==> config.mk <==
export PLATFORM = sky130hd
export DESIGN_NAME = icmp_receive_classify_reply_match
export DESIGN_NICKNAME = d
export VERILOG_FILES = /design/src/rtl/icmp_rcrm_pkg.sv /design/src/rtl/icmp_rcrm_ram.sv /design/src/rtl/icmp_rcrm_stats.sv /design/src/rtl/icmp_receive_classify_reply_match.sv
export SDC_FILE = /design/constraint.sdc
export NUM_CORES = 2
export LEC_CHECK = 0
export BUFFER_PORTS_ARGS = -buffer_cell sky130_fd_sc_hd__clkbuf_2
export CAP_MARGIN = 20
export CORE_ASPECT_RATIO = 0.8
export CORE_MARGIN = 2
export CORE_UTILIZATION = 34
export DETAILED_ROUTE_END_ITERATION = 10
export PLACE_DENSITY_LB_ADDON = 0.15
export SLEW_MARGIN = 20
export SYNTH_ARGS = -nofsm -noshare
export SYNTH_HDL_FRONTEND = slang
export SYNTH_SLANG_ARGS = --single-unit
==> constraint.sdc <==
create_clock -name clk -period 12 [get_ports clk]
set_input_delay 0.6 -clock clk [delete_from_list [all_inputs] [get_ports clk]]
set_output_delay 0.6 -clock clk [all_outputs]
set_load 0.005 [all_outputs]
==> src/rtl/icmp_rcrm_pkg.sv <==
`timescale 1ns / 1ps

package icmp_rcrm_pkg;

  // pending reply ring
  localparam int QUEUE_DEPTH = 16;
  localparam int PTR_W       = (QUEUE_DEPTH > 1) ? $clog2(QUEUE_DEPTH) : 1;
  localparam int ENTRY_W     = 64;

  // field widths
  localparam int ACT_W  = 2;
  localparam int LEN_W  = 12;
  localparam int TYPE_W = 8;
  localparam int ID_W   = 16;
  localparam int SEQ_W  = 16;
  localparam int IP_W   = 32;
  localparam int RLEN_W = 10;
  localparam int CNT_W  = 32;

  localparam int IN_FIELDS_W  = LEN_W + TYPE_W + ID_W + SEQ_W + IP_W;
  localparam int IN_DATA_W    = ((IN_FIELDS_W + 7) / 8) * 8;

  // statistics counters
  localparam int N_CNT     = 7;
  localparam int CNT_IDX_W = 3;
  localparam logic [CNT_IDX_W-1:0] C_RX      = 3'd0;
  localparam logic [CNT_IDX_W-1:0] C_TX      = 3'd1;
  localparam logic [CNT_IDX_W-1:0] C_RXERR   = 3'd2;
  localparam logic [CNT_IDX_W-1:0] C_ECHOREP = 3'd3;
  localparam logic [CNT_IDX_W-1:0] C_UNREACH = 3'd4;
  localparam logic [CNT_IDX_W-1:0] C_TIMEEXC = 3'd5;
  localparam logic [CNT_IDX_W-1:0] C_REDIR   = 3'd6;

  localparam int OUT_FIELDS_W = 1 + IP_W + 1 + RLEN_W + N_CNT * CNT_W;
  localparam int OUT_DATA_W   = ((OUT_FIELDS_W + 7) / 8) * 8;

  // actions
  localparam logic [ACT_W-1:0] ACT_RX    = 2'd0;
  localparam logic [ACT_W-1:0] ACT_QUERY = 2'd1;
  localparam logic [ACT_W-1:0] ACT_CLEAR = 2'd2;

  // icmp types
  localparam logic [TYPE_W-1:0] T_ECHO_REPLY = 8'd0;
  localparam logic [TYPE_W-1:0] T_UNREACH    = 8'd3;
  localparam logic [TYPE_W-1:0] T_REDIRECT   = 8'd5;
  localparam logic [TYPE_W-1:0] T_ECHO_REQ   = 8'd8;
  localparam logic [TYPE_W-1:0] T_TIME_EXC   = 8'd11;

  // length limits
  localparam logic [LEN_W-1:0] MIN_LEN   = 12'd8;
  localparam logic [LEN_W-1:0] MAX_LEN   = 12'd2048;
  localparam logic [LEN_W-1:0] REPLY_CAP = 12'd512;

  typedef logic [N_CNT-1:0][CNT_W-1:0] cnt_vec_t;

  typedef struct packed {
    logic                 bump;
    logic [CNT_IDX_W-1:0] idx;
    logic                 clear;
  } stat_cmd_t;

endpackage

==> src/rtl/icmp_rcrm_ram.sv <==
`timescale 1ns / 1ps

module icmp_rcrm_ram #(
  parameter int WIDTH = 64,
  parameter int DEPTH = 16
) (
  input  logic                                     clk,
  input  logic                                     we,
  input  logic [((DEPTH > 1) ? $clog2(DEPTH) : 1)-1:0] waddr,
  input  logic [WIDTH-1:0]                         wdata,
  input  logic                                     re,
  input  logic [((DEPTH > 1) ? $clog2(DEPTH) : 1)-1:0] raddr,
  output logic [WIDTH-1:0]                         rdata
);

  logic [WIDTH-1:0] mem [DEPTH];

  always_ff @(posedge clk) begin
    if (we) begin
      mem[waddr] <= wdata;
    end
    if (re) begin
      rdata <= mem[raddr];
    end
  end

endmodule

==> src/rtl/icmp_rcrm_stats.sv <==
`timescale 1ns / 1ps

module icmp_rcrm_stats
  import icmp_rcrm_pkg::*;
(
  input  logic      clk,
  input  logic      rst_n,
  input  stat_cmd_t cmd,
  output cnt_vec_t  cnt
);

  cnt_vec_t         cnt_r;
  logic [CNT_W-1:0] sel;
  logic [CNT_W-1:0] inc;

  // one incrementer shared by all counters
  always_comb begin
    sel = '0;
    for (int i = 0; i < N_CNT; i++) begin
      if (cmd.idx == CNT_IDX_W'(i)) begin
        sel = cnt_r[i];
      end
    end
    inc = sel + CNT_W'(1);
  end

  always_ff @(posedge clk) begin
    if (!rst_n) begin
      cnt_r <= '0;
    end else if (cmd.clear) begin
      cnt_r <= '0;
    end else if (cmd.bump) begin
      for (int i = 0; i < N_CNT; i++) begin
        if (cmd.idx == CNT_IDX_W'(i)) begin
          cnt_r[i] <= inc;
        end
      end
    end
  end

  assign cnt = cnt_r;

endmodule

==> src/rtl/icmp_receive_classify_reply_match.sv <==
// ICMP receive classifier with an echo-reply match ring. Each input word carries an
// action in in_tuser (receive, match query, clear statistics) and yields exactly one
// result word with the flags, the matched source and all seven statistics counters as
// they stand after the word. Counting goes one counter per cycle through a single
// shared incrementer. A valid receive passes through decode and classify; a receive with
// a bad length, a clear or an unused action goes straight from decode to the result. A
// match query walks the ring entries (at most QUEUE_DEPTH-1) until it stops on a match
// or finds none: each entry costs one registered read of the ring memory and one id/seq
// compare. in_tready is high only while no word is being worked on; a finished result
// waits in the output register and holds up the next word only once that word itself
// is finished, and then for as long as out_tready stays low.
`timescale 1ns / 1ps

module icmp_receive_classify_reply_match
  import icmp_rcrm_pkg::*;
(
  input  logic                  clk,
  input  logic                  rst_n,
  input  logic                  in_tvalid,
  output logic                  in_tready,
  // msg_len[11:0], msg_type[19:12], msg_id[35:20], msg_seq[51:36], src_ip[83:52]
  input  logic [IN_DATA_W-1:0]  in_tdata,
  // action[1:0]
  input  logic [ACT_W-1:0]      in_tuser,
  output logic                  out_tvalid,
  input  logic                  out_tready,
  // found[0], matched_src_ip[32:1], send_reply[33], echo_len[43:34],
  // count_rx[75:44], count_tx[107:76], count_rx_err[139:108],
  // count_echo_reply[171:140], count_unreach[203:172],
  // count_time_exceeded[235:204], count_redirect[267:236]
  output logic [OUT_DATA_W-1:0] out_tdata
);

  localparam logic [2:0] S_IDLE   = 3'd0;
  localparam logic [2:0] S_DECODE = 3'd1;
  localparam logic [2:0] S_CLASS  = 3'd2;
  localparam logic [2:0] S_QRD    = 3'd3;
  localparam logic [2:0] S_QCMP   = 3'd4;
  localparam logic [2:0] S_DONE   = 3'd5;

  function automatic logic [PTR_W-1:0] ring_next(input logic [PTR_W-1:0] p);
    if (p == PTR_W'(QUEUE_DEPTH - 1)) begin
      return '0;
    end
    return p + PTR_W'(1);
  endfunction

  logic [2:0]            state_r, state_nxt;
  logic [ACT_W-1:0]      act_r, act_nxt;
  logic [LEN_W-1:0]      len_r, len_nxt;
  logic [TYPE_W-1:0]     type_r, type_nxt;
  logic [ID_W-1:0]       id_r, id_nxt;
  logic [SEQ_W-1:0]      seq_r, seq_nxt;
  logic [IP_W-1:0]       src_r, src_nxt;
  logic [PTR_W-1:0]      head_r, head_nxt;
  logic [PTR_W-1:0]      tail_r, tail_nxt;
  logic                  found_r, found_nxt;
  logic [IP_W-1:0]       msrc_r, msrc_nxt;
  logic                  send_r, send_nxt;
  logic [RLEN_W-1:0]     rlen_r, rlen_nxt;
  logic                  out_valid_r, out_valid_nxt;
  logic [OUT_DATA_W-1:0] out_data_r, out_data_nxt;

  stat_cmd_t             stat_cmd;
  cnt_vec_t              cnt;

  logic                  ram_we;
  logic                  ram_re;
  logic [ENTRY_W-1:0]    ram_wdata;
  logic [ENTRY_W-1:0]    ram_rdata;

  logic                  len_bad;
  logic                  ring_full;
  logic                  hit;

  icmp_rcrm_ram #(
    .WIDTH (ENTRY_W),
    .DEPTH (QUEUE_DEPTH)
  ) u_ring (
    .clk   (clk),
    .we    (ram_we),
    .waddr (head_r),
    .wdata (ram_wdata),
    .re    (ram_re),
    .raddr (tail_r),
    .rdata (ram_rdata)
  );

  icmp_rcrm_stats u_stats (
    .clk   (clk),
    .rst_n (rst_n),
    .cmd   (stat_cmd),
    .cnt   (cnt)
  );

  assign len_bad   = (len_r < MIN_LEN) || (len_r > MAX_LEN);
  assign ring_full = (ring_next(head_r) == tail_r);
  assign ram_wdata = {id_r, seq_r, src_r};
  // entry layout: id on top, then seq, then source
  assign hit       = (ram_rdata[ENTRY_W-1 -: ID_W] == id_r) &&
                     (ram_rdata[IP_W + SEQ_W - 1 -: SEQ_W] == seq_r);

  always_comb begin
    state_nxt     = state_r;
    act_nxt       = act_r;
    len_nxt       = len_r;
    type_nxt      = type_r;
    id_nxt        = id_r;
    seq_nxt       = seq_r;
    src_nxt       = src_r;
    head_nxt      = head_r;
    tail_nxt      = tail_r;
    found_nxt     = found_r;
    msrc_nxt      = msrc_r;
    send_nxt      = send_r;
    rlen_nxt      = rlen_r;
    out_valid_nxt = out_valid_r;
    out_data_nxt  = out_data_r;
    stat_cmd      = '0;
    ram_we        = 1'b0;
    ram_re        = 1'b0;

    if (out_valid_r && out_tready) begin
      out_valid_nxt = 1'b0;
    end

    unique case (state_r)
      S_IDLE: begin
        if (in_tvalid) begin
          act_nxt   = in_tuser;
          len_nxt   = in_tdata[LEN_W-1:0];
          type_nxt  = in_tdata[19:12];
          id_nxt    = in_tdata[35:20];
          seq_nxt   = in_tdata[51:36];
          src_nxt   = in_tdata[83:52];
          found_nxt = 1'b0;
          msrc_nxt  = '0;
          send_nxt  = 1'b0;
          rlen_nxt  = '0;
          state_nxt = S_DECODE;
        end
      end
      S_DECODE: begin
        unique case (act_r)
          ACT_RX: begin
            stat_cmd.bump = 1'b1;
            if (len_bad) begin
              stat_cmd.idx = C_RXERR;
              state_nxt    = S_DONE;
            end else begin
              stat_cmd.idx = C_RX;
              state_nxt    = S_CLASS;
            end
          end
          ACT_QUERY: state_nxt = S_QRD;
          ACT_CLEAR: begin
            stat_cmd.clear = 1'b1;
            state_nxt      = S_DONE;
          end
          default:   state_nxt = S_DONE;
        endcase
      end
      S_CLASS: begin
        state_nxt = S_DONE;
        unique case (type_r)
          T_ECHO_REQ: begin
            stat_cmd.bump = 1'b1;
            stat_cmd.idx  = C_TX;
            send_nxt      = 1'b1;
            rlen_nxt      = (len_r > REPLY_CAP) ? RLEN_W'(REPLY_CAP) : len_r[RLEN_W-1:0];
          end
          T_ECHO_REPLY: begin
            stat_cmd.bump = 1'b1;
            stat_cmd.idx  = C_ECHOREP;
            // full ring drops the entry but still counts it
            if (!ring_full) begin
              ram_we   = 1'b1;
              head_nxt = ring_next(head_r);
            end
          end
          T_UNREACH: begin
            stat_cmd.bump = 1'b1;
            stat_cmd.idx  = C_UNREACH;
          end
          T_TIME_EXC: begin
            stat_cmd.bump = 1'b1;
            stat_cmd.idx  = C_TIMEEXC;
          end
          T_REDIRECT: begin
            stat_cmd.bump = 1'b1;
            stat_cmd.idx  = C_REDIR;
          end
          default: ;
        endcase
      end
      S_QRD: begin
        if (tail_r == head_r) begin
          state_nxt = S_DONE;
        end else begin
          ram_re    = 1'b1;
          state_nxt = S_QCMP;
        end
      end
      S_QCMP: begin
        // entry is consumed whether it matches or not
        tail_nxt = ring_next(tail_r);
        if (hit) begin
          found_nxt = 1'b1;
          msrc_nxt  = ram_rdata[IP_W-1:0];
          state_nxt = S_DONE;
        end else begin
          state_nxt = S_QRD;
        end
      end
      S_DONE: begin
        if (!out_valid_r || out_tready) begin
          out_valid_nxt = 1'b1;
          out_data_nxt  = {(OUT_DATA_W - OUT_FIELDS_W)'(0),
                           cnt[C_REDIR], cnt[C_TIMEEXC], cnt[C_UNREACH],
                           cnt[C_ECHOREP], cnt[C_RXERR], cnt[C_TX], cnt[C_RX],
                           rlen_r, send_r, msrc_r, found_r};
          state_nxt     = S_IDLE;
        end
      end
      default: state_nxt = S_IDLE;
    endcase
  end

  always_ff @(posedge clk) begin
    if (!rst_n) begin
      state_r     <= S_IDLE;
      head_r      <= '0;
      tail_r      <= '0;
      out_valid_r <= 1'b0;
    end else begin
      state_r     <= state_nxt;
      head_r      <= head_nxt;
      tail_r      <= tail_nxt;
      out_valid_r <= out_valid_nxt;
    end
  end

  always_ff @(posedge clk) begin
    act_r      <= act_nxt;
    len_r      <= len_nxt;
    type_r     <= type_nxt;
    id_r       <= id_nxt;
    seq_r      <= seq_nxt;
    src_r      <= src_nxt;
    found_r    <= found_nxt;
    msrc_r     <= msrc_nxt;
    send_r     <= send_nxt;
    rlen_r     <= rlen_nxt;
    out_data_r <= out_data_nxt;
  end

  assign in_tready  = (state_r == S_IDLE);
  assign out_tvalid = out_valid_r;
  assign out_tdata  = out_data_r;

endmodule

After elaboration in Yosys (flattened, before gate mapping):

Memory sizes are Yosys's and may differ from the RTL's. A register that Yosys moved wholly into a read port is not among the register bits.
Index checks and enable logic that the tools add are counted.

* register bits: 634
* bits in latches: 0
* RAM bits: 1024
* ROM bits: 0
* bits of input ports: 94
* output and inout bits: 274
* logic and storage cells: 136
* memories: 1

* add/subtract/negate cells: 3
* multipliers: 0
* divide/modulo/power cells: 0
* $lt $le $gt $ge: 3
* eq/ne operators: 27
* shift operators: 0
* mux-type cells: 53
* bitwise logic cells: 2
* reductions and logical operators: 25

Memories
* u_ring.mem: words 16, bits a word 64, read ports 1, clocked after memory_dff 1, write ports 1, RTL line icmp_rcrm_ram.sv:16 `logic [WIDTH-1:0] mem [DEPTH];`

Operator list (count)
* two-way mux 32 bit: 9
* one-hot mux 32 bit (2 select lines): 1
* adder 32 x 1 -> 32 bit, second input constant: 1
* equality test 16 bit: 2
* two-way mux 10 bit: 3
* two-way mux 4 bit: 6
* two-way mux 1 bit: 22
* one-hot mux 10 bit (2 select lines): 1
* one-hot mux 4 bit (5 select lines): 1
* AND reduction 2 bit: 10
* one-hot mux 3 bit (6 select lines): 1
* equality test 8 x 4 -> 1 bit, second input constant: 2
* equality test 3 bit, second input constant: 5
* equality test 3 x 2 -> 1 bit, second input constant: 4
* > comparator 12 x 10 -> 1 bit, second input constant: 1
* > comparator 12 bit, second input constant: 1
* < comparator 12 x 4 -> 1 bit, second input constant: 1
* two-way mux 3 bit: 4
* AND reduction 3 bit: 3
* adder 4 x 1 -> 4 bit, second input constant: 2
* equality test 4 bit: 2
* equality test 4 bit, second input constant: 2
* equality test 8 x 2 -> 1 bit, second input constant: 1
* equality test 8 x 3 -> 1 bit, second input constant: 1
* 18 further kinds: 27

Longest topological paths before layout:

* word-level depth: 14
* gate-level depth with buffers: 20
* depth with buffers taken out: 15

By module:

From an unflattened synthesis, not the netlist that was laid out.

* cell total of the unflattened synthesis: 3539
* area total of the unflattened synthesis: 64630.7 µm²

Modules (own cells, without submodules)
* icmp_rcrm_ram: times used 1, cells an instance 1647, area an instance 40222.3 µm², seq. area each 32671.3 µm²
* icmp_receive_classify_reply_match: times used 1, cells an instance 630, area an instance 13639.3 µm², seq. area each 12191.7 µm²
* icmp_rcrm_stats: times used 1, cells an instance 1262, area an instance 10769.1 µm², seq. area each 4484.3 µm²

Worst setup path after synthesis:

Ideal clock, no wire load.

* path kind: reg2reg
* start: reg state_r[0]
* end: reg out_data_r[0] (netlist: out_tdata[0]) (enable)
* library setup time: 901 ps
* arrival time: 12088 ps
* data required time: 11099 ps
* slack: -989 ps
* cell stages (with the launch flop): 5
* buffers on the path: 1
* period minus slack after synthesis: 12989 ps
* cell sequence: dfxtp_1 > clkbuf_1 > inv_1 > or2_2 > nor2_1

* longest elaborated chain between the ends: 2

RTL lines
* from (decl): RTL line icmp_receive_classify_reply_match.sv:48 `logic [2:0] state_r, state_nxt;`
* from (signal assigned): RTL line icmp_receive_classify_reply_match.sv:236 `state_r <= state_nxt;`
* equality test 3 bit: RTL line icmp_receive_classify_reply_match.sv:127 `unique case (state_r)`
* AND reduction 2 bit (no line)
* to (signal assigned): RTL line icmp_receive_classify_reply_match.sv:254 `out_data_r <= out_data_nxt;`
* to (decl): RTL line icmp_receive_classify_reply_match.sv:62 `logic [OUT_DATA_W-1:0] out_data_r, out_data_nxt;`

Every way passes these cells.
A chain may end at the register's enable or synchronous reset.

Final worst setup path:

* start: reg state_r[0]
* end: reg u_stats.cnt_r (netlist bit u_stats.cnt[185])

* longest elaborated chain between the ends: 11
* elaborated cells on any way between the ends: 21
* classes of those cells: add/sub: 1; eq/ne: 8; mux: 9; reduce/logical: 3

RTL lines
* equality test 3 x 2 -> 1 bit / equality test 3 x 1 -> 1 bit (equally long branches): RTL line icmp_receive_classify_reply_match.sv:127
* one-hot mux 4 bit (2 select lines): RTL line icmp_receive_classify_reply_match.sv:127
* zero test 3 bit: RTL line icmp_rcrm_stats.sv:20 `if (cmd.idx == CNT_IDX_W'(i)) begin`
* two-way mux 32 bit (7 in series): RTL line icmp_rcrm_stats.sv:20
* adder 32 x 1 -> 32 bit: RTL line icmp_rcrm_stats.sv:24 `inc = sel + CNT_W'(1);`
* to (signal, indexed assignment): RTL line icmp_rcrm_stats.sv:35 `cnt_r[i] <= inc;`
* to (decl): RTL line icmp_rcrm_stats.sv:12 `cnt_vec_t cnt_r;`

Parallel ways exist; a longest one is shown, timed or not.

==> impl_metrics.py <==
metrics = {
    "timing": {
        "period_share_pct": 50.70,
        "rsz0062_at_grt": "no",
        "max_freq_mhz": 164.4,
        "whs_ns": 0.05132,
        "hold_viol": 0,
        "clock_skew_ns": 0.04554,
        "tns_ns": 0,
        "tightest_slew_ns": 1.125,
        "max-slew-margin-rel_pct": 24.46,
        "final-setup-viol-count": 0,
        "timing.final.crit_period_ns": 6.084,
        "finalMaxSlewViolations": 0,
    },
    "global_route": {
        "grt_pass1_vias": 34144,
        "grt_use_total_pct": 18.86,
        "antenna_found_initial": 7,
        "grt_max_degree": 182,
        "overflow": 0,
        "grt_pass1_wl_mm": 262.5,
    },
    "logic_synthesis": {
        "synth_cell_type_count": 98,
        "ys_seq_area_share_pct": 76.41,
        "synthTopCellsByArea": "edfxtp_1, mux4_2, dfxtp_1",
        "ys_seq_elements": 1722,
        "synth_edf_count": 1486,
        "synth.largest_area_cell": "edfxtp_1",
        "avgSynthCellArea_sq_um": 18.64,
        "syn_area_sq_um": 64590,
        "synth_ff_type": "edfxtp_1",
        "async_flop_share_pct": 0,
        "yosys_warnings": 0,
        "netlist_instances": 3465,
        "synth_top_area_share_pct": 69.09,
    },
    "worst_setup_path": {
        "rr_endpoint": "u_stats.cnt[185]",
        "worstPathMaxFanout": 48,
        "worstSetupStartpointType": "flip-flop",
        "crit_required_ns": 12.63,
        "cp.arrival_ns": 6.72,
        "critPathKind": "flip-flop to flip-flop",
        "critPathCaptureType": "flip-flop",
        "r2r_slack_ns": 5.92,
        "r2r_start": "state_r[0]",
        "reg2reg_depth": 13,
    },
    "placed_design": {
        "hpwlAfterDp_mm": 108.9,
        "port_buffers": 359,
        "gp_congestion": 0.8127,
    },
    "worst_hold_path": {
        "min_path_type": "input port to flip-flop",
        "holdPathStages": 1,
        "whs_endpoint": "id_r[7]",
        "min_from": "in_tdata[27]",
    },
    "detailed_routing": {
        "wire_per_inst_um": 27.74,
        "drtAntennaViolNets": 0,
        "vias": 34136,
        "met2_length_mm": 87.52,
        "top_layer": "met5",
        "wl_met1_mm": 82.81,
        "drc": 0,
        "drtIter0Drc": 3155,
        "drt-total-wl_mm": 184.1,
        "wl_met3_mm": 9.121,
        "first_pass_iters": 5,
        "viasPerCell": 5.144,
    },
    "pwr": {
        "p_leak_uw": 0.02424,
        "seqPwrFrac_pct": 53.5,
        "p_int_uw": 9873,
        "clockPowerShare_pct": 42.7,
        "power.total_uw": 12640,
        "p_sw_uw": 2771,
        "power_density_nw_per_um2": 166.4,
        "combPwrFrac_pct": 3.9,
        "p_sw_share_pct": 21.92,
        "ir_worst_vdd_uv": 123.9,
    },
    "clock_tree": {
        "clock_latency_ns": 0.81,
        "cts.repair.resized": 0,
        "cts_tree": "yes",
        "cts_made_buffers": 177,
        "h-tree-depth": 4,
        "clock-sinks": 1722,
        "cts_buffer_depth": 3,
        "path_clk_slew_ns": 0.06,
        "root_buffer": "clkbuf_16",
    },
    "final_layout": {
        "fillers": 17155,
        "layout.nets": 4058,
        "synthToLayoutAreaGrowth_pct": 17.62,
        "drive_gt1_share_pct": 26.67,
    },
    "floorplanning": {
        "die_w_um": 491.3,
        "start_util_pct": 34.12,
        "chipHeight_um": 393.8,
        "coreArea_sq_um": 189300,
        "io_pins": 368,
        "dieArea_sq_um": 193500,
        "num_rows": 143,
    },
    "run": {
        "drv_cap": 0,
    },
    "status": {
        "outcome": "finished, final reports clean",
    },
}
==> power by group through the flow <==
stage | clock, uW | sequential [uW] | combinational [uW]
detailed placement | 0 | 6890 | 486
floorplan | 0 | 6830 | 316
global route | 5770 | 6770 | 531
CTS | 5530 | 6760 | 503
global placement | 0 | 6880 | 484
finish | 5390 | 6760 | 491
==> cell type report <==
cell class | instances | area (sq um) | share of cell area, %
clock inverters | 79 | 769.5 | 1.013
clock buffers | 240 | 4810 | 6.331
well taps | 2537 | 3174 | 4.179
flip-flops and latches | 1722 | 49360 | 64.98
multi-input cells | 1526 | 14570 | 19.18
repair buffers | 511 | 3194 | 4.205
inverters | 20 | 81.33 | 0.1071
diodes | 1 | 2.502 | 0.003294
==> kinds of logic (layout without fill, tap and decap cells) <==
| kind of cell | count (synthesis) | after routing | share of synthesized area [%] |
|---|---|---|---|
| multiplexers | 329 | 329 | 11.30 |
| other | 1 | 5 | 0.005806 |
| flip-flops | 1722 | 1722 | 76.41 |
| buffers and inverters | 220 | 850 | 1.406 |
| XOR/XNOR | 88 | 88 | 1.228 |
| AND/OR/NAND/NOR | 638 | 638 | 4.882 |
| adder cells (fa/ha/maj) | 6 | 6 | 0.1162 |
| AO/OA/AOI/OAI | 461 | 461 | 4.651 |
==> stage by stage <==
stage | instance area, sq um | utilization, % | instances | setup WS (ns)
floorplan | 64600 | - | 3468 | 3.560
global route | 75970 | 40.13 | 6636 | 5.537
CTS | 75930 | 40.11 | 6633 | 5.955
detailed placement | 69740 | 36.84 | 6253 | 5.980
global placement | 69640 | 36.79 | 6248 | 6.029
finish | 75970 | 40.13 | 6636 | 5.916
==> worst max path at each step <==
| stage | startpoint | endpoint | cells after the start |
|---|---|---|---|
| final | state_r[0] | u_stats.cnt[185] | 13 |
| after global routing | state_r[0] | u_stats.cnt[57] | 13 |
| after CTS | state_r[0] | u_stats.cnt[185] | 13 |
| after detailed placement | state_r[0] | u_stats.cnt[57] | 13 |
| after global placement | state_r[0] | u_stats.cnt[185] | 13 |
| after floorplan | state_r[0] | out_tdata[0] | 4 |
==> state kept, by name, summed over array words and instances (netlist names) <==
signal / flops
u_ring.mem: 1024
state_r: 3
msrc_r: 32
id_r: 16
seq_r: 16
tail_r: 4
u_stats.cnt: 224
src_r: 32
len_r: 12
act_r: 2
out_tdata: 268
send_r: 1
u_ring.rdata: 64
found_r: 1
rlen_r: 10
type_r: 8
out_tvalid: 1
head_r: 4
==> worst max-delay path: stages (launching register included) <==
cell and delay, ns:
dfxtp_1 0.55, nor2b_1 0.31, nand2_1 0.51, nor3_2 0.25, buf_4 0.49, buf_4 0.59, a221oi_1 0.10, o21a_1 0.27
a2111oi_2 0.41, nand4_1 0.74, nor4_4 0.76, nand2_1 0.13, xor2_1 0.57, a211oi_1 0.17
==> layer usage <==
metal  GRT usage, %  up-vias
li1               -    14882
met1          26.70    17990
met2          30.05     1011
met3          3.363      249
met4          4.929        4
met5              0        -
==> synth_stat cells (7+ instances only) <==
cell,count
a211oi_1,102
a21oi_1,140
a22o_1,8
a22oi_1,9
a31oi_1,11
and2_1,47
buf_1,34
buf_2,23
buf_4,7
clkbuf_1,133
dfxtp_1,236
edfxtp_1,1486
inv_1,18
mux4_2,320
nand2_1,207
nand2b_1,9
nand3_1,48
nand3b_1,7
nand4_1,22
nor2_1,198
nor3_1,23
nor4_1,12
o211ai_1,7
o21ai_0,84
o22ai_1,12
or3_1,9
xnor2_1,61
xor2_1,24
==> what timing repair did <==
action	CTS	global route
setup buffers	0	0
hold buffers	61	2
hold endpoints to repair	61	2
==> placed cells by master (no fill, tap or decap), drive strengths merged, types with 7 or more instances in the layout <==
master	count
clkbuf	599
dlygate4sd3	63
inv	28
nor3	26
a211oi	104
a22o	8
o211ai	8
bufinv	11
a22oi	9
xor2	24
clkinvlp	7
o22ai	12
nand4	22
a21oi	143
mux4	320
a31oi	11
and2	47
xnor2	64
nor2	200
or4	7
nand3b	7
nand2b	9
dfxtp	236
nor4	23
nand3	50
or3	9
o21ai	89
nand2	209
edfxtp	1486
buf	89
clkinv	53
(Power assumes the default switching activity.)
